==> config.mk <==
export PLATFORM = sky130hd
export DESIGN_NAME = fban_ram
export DESIGN_NICKNAME = d
export VERILOG_FILES = /design/src/rtl/feather_blend_accumulate_normalize_top_macros.svh /design/src/rtl/fban_ram.sv
export SDC_FILE = /design/constraint.sdc
export NUM_CORES = 2
export LEC_CHECK = 0
export BUFFER_PORTS_ARGS = -buffer_cell sky130_fd_sc_hd__clkbuf_2
export CAP_MARGIN = 30
export CORE_ASPECT_RATIO = 0.9
export CORE_UTILIZATION = 45
export CTS_CLUSTER_DIAMETER = 50
export DETAILED_ROUTE_END_ITERATION = 8
export GPL_TIMING_DRIVEN = 0
export PLACE_DENSITY = 0.68
export REMOVE_ABC_BUFFERS = 1
export SYNTH_ARGS = -nofsm -noshare
export SYNTH_HDL_FRONTEND = slang
export SYNTH_SLANG_ARGS = --single-unit
==> constraint.sdc <==
create_clock -name aclk -period 3.4 [get_ports aclk]
set_clock_uncertainty 0.2 [all_clocks]
set_input_delay 0 -clock aclk [delete_from_list [all_inputs] [get_ports aclk]]
set_output_delay 0 -clock aclk [all_outputs]
set_load 0.1 [all_outputs]
==> src/rtl/feather_blend_accumulate_normalize_top_macros.svh <==
// Assertion macros for the feathered blending canvas.
// Included by the top level; needs a clock named aclk and a reset named aresetn.
`ifndef FEATHER_BLEND_ACCUMULATE_NORMALIZE_TOP_MACROS_SVH
`define FEATHER_BLEND_ACCUMULATE_NORMALIZE_TOP_MACROS_SVH

// A condition that must hold at every clock edge out of reset.
`define FBAN_ASSERT_ALWAYS(label, cond, msg) \
    label: assert property (@(posedge aclk) disable iff (!aresetn) (cond)) \
        else $error(msg);

// A condition that must hold in the same cycle as its trigger.
`define FBAN_ASSERT_IMPLIES(label, ante, cons, msg) \
    label: assert property (@(posedge aclk) disable iff (!aresetn) (ante) |-> (cons)) \
        else $error(msg);

`endif

==> src/rtl/fban_ram.sv <==
// Generic single-clock RAM: one write port, one read port, registered read data.
// No dependencies; holds the canvas of the blending block.
module fban_ram #(
    parameter int WIDTH = 8,
    parameter int DEPTH = 256
) (
    input  logic                     aclk,
    input  logic                     wr_en,
    input  logic [$clog2(DEPTH)-1:0] wr_addr,
    input  logic [WIDTH-1:0]         wr_data,
    input  logic [$clog2(DEPTH)-1:0] rd_addr,
    output logic [WIDTH-1:0]         rd_data
);

    logic [WIDTH-1:0] mem_reg [0:DEPTH-1];
    logic [WIDTH-1:0] rd_data_reg;

    // Write port.
    always_ff @(posedge aclk) begin
        if (wr_en) begin
            mem_reg[wr_addr] <= wr_data;
        end
    end

    // Read port; a read of the address being written returns the old word.
    always_ff @(posedge aclk) begin
        rd_data_reg <= mem_reg[rd_addr];
    end

    assign rd_data = rd_data_reg;

endmodule

==> impl_table.tex <==
\begin{tabular}{lr}
\hline
Metric & Value \\
\hline
\multicolumn{2}{l}{\textbf{Critical path}} \\
\quad Capture point of the critical path & rd\_data[3]\$\_DFF\_P\_ \\
\quad Kind of capture point of the worst setup path & flip-flop \\
\quad Cell type of the slowest stage on the worst timing path & sky130\_fd\_sc\_hd\_\_a221oi\_1 \\
\quad Sequence of cells on the critical path & clkbuf\_8, buf\_16, buf\_16, buf\_16, buf\_16, mux4\_2, a22o\_1, a221oi\_1, o32ai\_1, nor3\_1, nor4\_1 \\
\quad CP dominant cell by count & sky130\_fd\_sc\_hd\_\_buf\_16 \\
\quad Critical Path Source Type & primary input \\
\quad Number of buffer and inverter stages on the critical path & 5 \\
\quad Required time reported for the critical path endpoint & 3.84 ns \\
\quad Path length in cells of the critical path & 11 \\
\quad Data arrival time at the worst-slack endpoint & 3.66 ns \\
\quad Crit path max-delay family & buffers and inverters \\
\quad Startpoint-to-endpoint class of the critical path & in2reg \\
\quad Launch point of the worst reg-to-reg path & mem\_reg[27][3]\$\_DFFE\_PP\_ \\
\quad R2R setup slack & 0.21 ns \\
\quad Crit Path Max Fanout & 35 \\
\quad Critical path launch point & rd\_addr[0] \\
\quad Endpoint of the most critical register-to-register path & rd\_data[3]\$\_DFF\_P\_ \\
\quad Delay of the slowest critical-path stage & 0.66 ns \\
\quad Worst R2R Path Depth & 6 \\
\multicolumn{2}{l}{\textbf{Drt}} \\
\quad Post-detailed-routing wire length & 188,000 µm \\
\quad Detail Route met3 WL & 17,100 µm \\
\quad Highest metal used & met5 \\
\quad Vias & 38,556 \\
\quad Violation count after the first detailed-routing iteration & 5,040 \\
\quad Routed metal-1 wire length & 76,000 µm \\
\quad Wire length per cell after detailed routing & 29.6 µm \\
\quad Post-detailed-route DRC marker count & 0 \\
\quad Detail Route met2 WL & 90,100 µm \\
\quad Via-per-instance ratio & 6.06 \\
\quad Antenna Violating Nets Remaining & 0 \\
\quad Drt first pass iters & 7 \\
\multicolumn{2}{l}{\textbf{Die}} \\
\quad Chip Width & 445 µm \\
\quad Core Footprint & 176,000 µm² \\
\quad Initial standard-cell utilization of the core & 45.3\% \\
\quad Ports & 34 \\
\quad Core Rows & 146 \\
\quad Overall die area & 178,000 µm² \\
\quad Die height & 401 µm \\
\multicolumn{2}{l}{\textbf{GRT}} \\
\quad Initial antenna violation count & 5 \\
\quad Pin count of the biggest net entering global routing & 142 \\
\quad Total global routing track utilization & 21.0\% \\
\quad Vias in the first global route & 38,419 \\
\quad First-pass GRT wire length & 272,000 µm \\
\quad Total gr overflow & 0 \\
\multicolumn{2}{l}{\textbf{Timing}} \\
\quad Remaining max-slew budget at the tightest pin & 31.2\% \\
\quad Ratio of final minimum period to clock period & 94.8\% \\
\quad Worst-Margin Slew & 1.03 ns \\
\quad Count of final hold-check violations & 0 \\
\quad Count of final max-slew check failures & 0 \\
\quad Maximum operating frequency & 310 MHz \\
\quad RSZ-0062 raised after global routing & no \\
\quad Final setup violation count & 0 \\
\quad Min cycle time layout & 3.22 ns \\
\quad Fin worst setup slack & 0.176 ns \\
\multicolumn{2}{l}{\textbf{Hold path}} \\
\quad Path class of the lowest-slack min-delay path & in2reg \\
\multicolumn{2}{l}{\textbf{Clocking}} \\
\quad Worst-path clk slew & 0.06 ns \\
\quad Maximum level of the CTS H-tree & 4 \\
\quad TritonCTS clock tree & built \\
\quad Number of buffers inserted during clock tree synthesis & 196 \\
\quad Longest Clk Path Bufs & 3 \\
\quad Number of clock sinks seen by CTS & 2,056 \\
\quad Root buf cell & sky130\_fd\_sc\_hd\_\_clkbuf\_16 \\
\quad Clock latency at the later pin of the worst-skew pair & 0.84 ns \\
\multicolumn{2}{l}{\textbf{Placed design}} \\
\quad Worst slack at placement & -1.54 ns \\
\quad Instance area at placement & 83,100 µm² \\
\quad Final estimated routing congestion in global placement & 0.808 \\
\quad Placed cell count & 5,979 \\
\quad Final HPWL from detailed placement & 111,000 µm \\
\quad Total of buffers placed on input and output ports & 33 \\
\multicolumn{2}{l}{\textbf{Final layout}} \\
\quad Cell area after layout & 89,500 µm² \\
\quad Max FFs per register & 2,048 \\
\quad Filler-free cell count of the finished design & 6,358 \\
\quad Commonest non-fill, non-tap cells in the layout & sky130\_fd\_sc\_hd\_\_edfxtp\_1 (2,048), sky130\_fd\_sc\_hd\_\_mux4\_2 (454), sky130\_fd\_sc\_hd\_\_nor2\_1 (278), sky130\_fd\_sc\_hd\_\_clkbuf\_16 (202), sky130\_fd\_sc\_hd\_\_mux2i\_1 (134) \\
\quad Final Net Count & 3,856 \\
\quad Signed area change from the synthesized netlist to the final layout & 12.5\% \\
\quad Post-route core utilization & 50.9\% \\
\quad Share of cells above drive strength 1 & 22.2\% \\
\quad Commonest non-fill, non-tap cell in the layout & sky130\_fd\_sc\_hd\_\_edfxtp\_1 \\
\multicolumn{2}{l}{\textbf{Pwr}} \\
\quad Power per cell area & 573 nW/µm² \\
\quad Proportion of power drawn by combinational gates & 5.3\% \\
\quad Internal Power & 0.0402 W \\
\quad Worst vdd ir & 0.512 mV \\
\quad Clock network fraction of design power & 40.2\% \\
\quad Part of the power in registers & 54.5\% \\
\quad Net switching power & 0.0111 W \\
\quad Leakage component of the power & 27.4 nW \\
\quad Power, Total & 0.0513 W \\
\quad Net switching share of the total power & 21.6\% \\
\multicolumn{2}{l}{\textbf{Logic synthesis}} \\
\quad Post-synth top flop & sky130\_fd\_sc\_hd\_\_edfxtp\_1 \\
\quad Syn avg cell area & 21.3 µm² \\
\quad Cell area after synthesis & 79,600 µm² \\
\quad Post-synth cell types & 55 \\
\quad Gate count after technology mapping & 3,733 \\
\quad Share of the yosys chip area belonging to registers & 77.5\% \\
\quad Number of flops mapped to enable cells by yosys & 2,048 \\
\quad Warning count from the yosys run & 0 \\
\quad Synth Register Bits & 2,056 \\
\quad Post-synth ARST share & 0\% \\
\multicolumn{2}{l}{\textbf{Flow run}} \\
\quad Maximum capacitance violations & 0 \\
\multicolumn{2}{l}{\textbf{Status}} \\
\quad Result of the run & finished, final reports clean \\
\hline
\end{tabular}
==> how the worst min path moves through the flow <==
stage | startpoint | slack [ns] | cells after the start | end
6_report | wr_en | 0.08 | 3 | mem_reg[221][2]$_DFFE_PP_
3_3_place_gp | rd_data[5]$_DFF_P_ | 0.46 | 1 | rd_data[5]
2_1_floorplan | wr_data[0] | -0.10 | 0 | mem_reg[0][0]$_DFFE_PP_
4_1_cts | wr_en | 0.004 | 3 | mem_reg[221][7]$_DFFE_PP_
3_5_place_dp | wr_data[3] | 0.08 | 1 | mem_reg[184][3]$_DFFE_PP_
5_1_grt | wr_en | 0.11 | 3 | mem_reg[221][7]$_DFFE_PP_
==> power by group through the flow <==
stage	Clock (W)	Sequential [W]	Combinational, W
final	0.0206	0.0280	0.00272
after global routing	0.0218	0.0280	0.00285
after CTS	0.0208	0.0280	0.00272
after detailed placement	0	0.0285	0.00266
after global placement	0	0.0287	0.00353
after floorplan	0	0.0286	0.000981
==> stage by stage <==
step	hold slack (ns)	setup TNS, ns
2_1_floorplan	-0.101	0
3_3_place_gp	0.459	-4039.83
3_5_place_dp	0.0822	-10.74
4_1_cts	0.00412	0
5_1_grt	0.109	0
6_report	0.0770	0
==> timing repair <==
action	in CTS	in global routing
endpoints found under the hold margin	1922	0
hold buffers	15	0
endpoints found under the setup margin	8	3
gates cloned	4	1
resized for setup	8	4
setup buffers	0	0
pin swaps	0	0
==> cell usage after synthesis, types with 2 or more instances <==
library cell                instances  area share [%]
sky130_fd_sc_hd__a22oi_1          133             1.3
sky130_fd_sc_hd__nand2_1           33            0.16
sky130_fd_sc_hd__o32ai_1            4           0.044
sky130_fd_sc_hd__edfxtp_1        2048              77
sky130_fd_sc_hd__o221ai_1          46            0.51
sky130_fd_sc_hd__o22ai_1           28            0.22
sky130_fd_sc_hd__nor4_2             3           0.047
sky130_fd_sc_hd__nor2b_1           31            0.24
sky130_fd_sc_hd__mux4_2           454              13
sky130_fd_sc_hd__buf_8             13            0.25
sky130_fd_sc_hd__buf_4             27            0.25
sky130_fd_sc_hd__nor3_1            22            0.14
sky130_fd_sc_hd__a311oi_1           2           0.022
sky130_fd_sc_hd__or2_2              4           0.031
sky130_fd_sc_hd__buf_12             8            0.20
sky130_fd_sc_hd__a2111oi_0          2           0.022
sky130_fd_sc_hd__nand4_1           10           0.079
sky130_fd_sc_hd__nand3b_1           2           0.019
sky130_fd_sc_hd__buf_2             31            0.20
sky130_fd_sc_hd__mux2i_1          134             1.7
sky130_fd_sc_hd__a31oi_1            2           0.016
sky130_fd_sc_hd__a22o_1             8           0.088
sky130_fd_sc_hd__buf_6             21            0.30
sky130_fd_sc_hd__nor4_1            24            0.19
sky130_fd_sc_hd__a21oi_1           96            0.60
sky130_fd_sc_hd__o22a_1             5           0.055
sky130_fd_sc_hd__dfxtp_1            8            0.20
sky130_fd_sc_hd__mux4_1             2           0.066
sky130_fd_sc_hd__and3b_1            2           0.022
sky130_fd_sc_hd__o21ai_1            2           0.013
sky130_fd_sc_hd__nand2b_1           8           0.063
sky130_fd_sc_hd__nand3_1           34            0.21
sky130_fd_sc_hd__a211oi_1          16            0.15
sky130_fd_sc_hd__o21ai_0           10           0.063
sky130_fd_sc_hd__a221oi_1          13            0.14
sky130_fd_sc_hd__clkbuf_1         111            0.52
sky130_fd_sc_hd__buf_1             22            0.10
sky130_fd_sc_hd__o211ai_1          10           0.094
sky130_fd_sc_hd__a2111oi_1          2           0.025
sky130_fd_sc_hd__nor2_1           282             1.3
sky130_fd_sc_hd__and2_1             6           0.047
==> cell families after synthesis <==
group                  synth area share, %
AO/OA/AOI/OAI                         3.42
flip-flops                            77.5
AND/OR/NAND/NOR                       2.63
multiplexers                          14.6
buffers and inverters                 1.83
==> area by class of cell <==
class	count	area, µm²
Antenna cell	1	2.50
Clock buffer	255	5260
Clock inverter	102	739
Fill cell	13621	86300
Inverter	2	8.76
Multi-Input combinational cell	1442	16600
Sequential cell	2056	61700
Tap cell	2368	2960
Timing Repair Buffer	132	2210
==> layer usage <==
layer / global-route usage (%) / vias up
met5: 0 / -
met4: 6.17 / 2
met3: 4.28 / 285
met2: 32.6 / 1902
met1: 30.4 / 20460
li1: - / 15907
==> tightest hold or removal path: cells and delay by family <==
family,cells,cell delay [ns]
buffers and inverters,1,0.30
and+or+nand+nor,2,0.59
No activity file was read; power rests on OpenSTA's default activity.
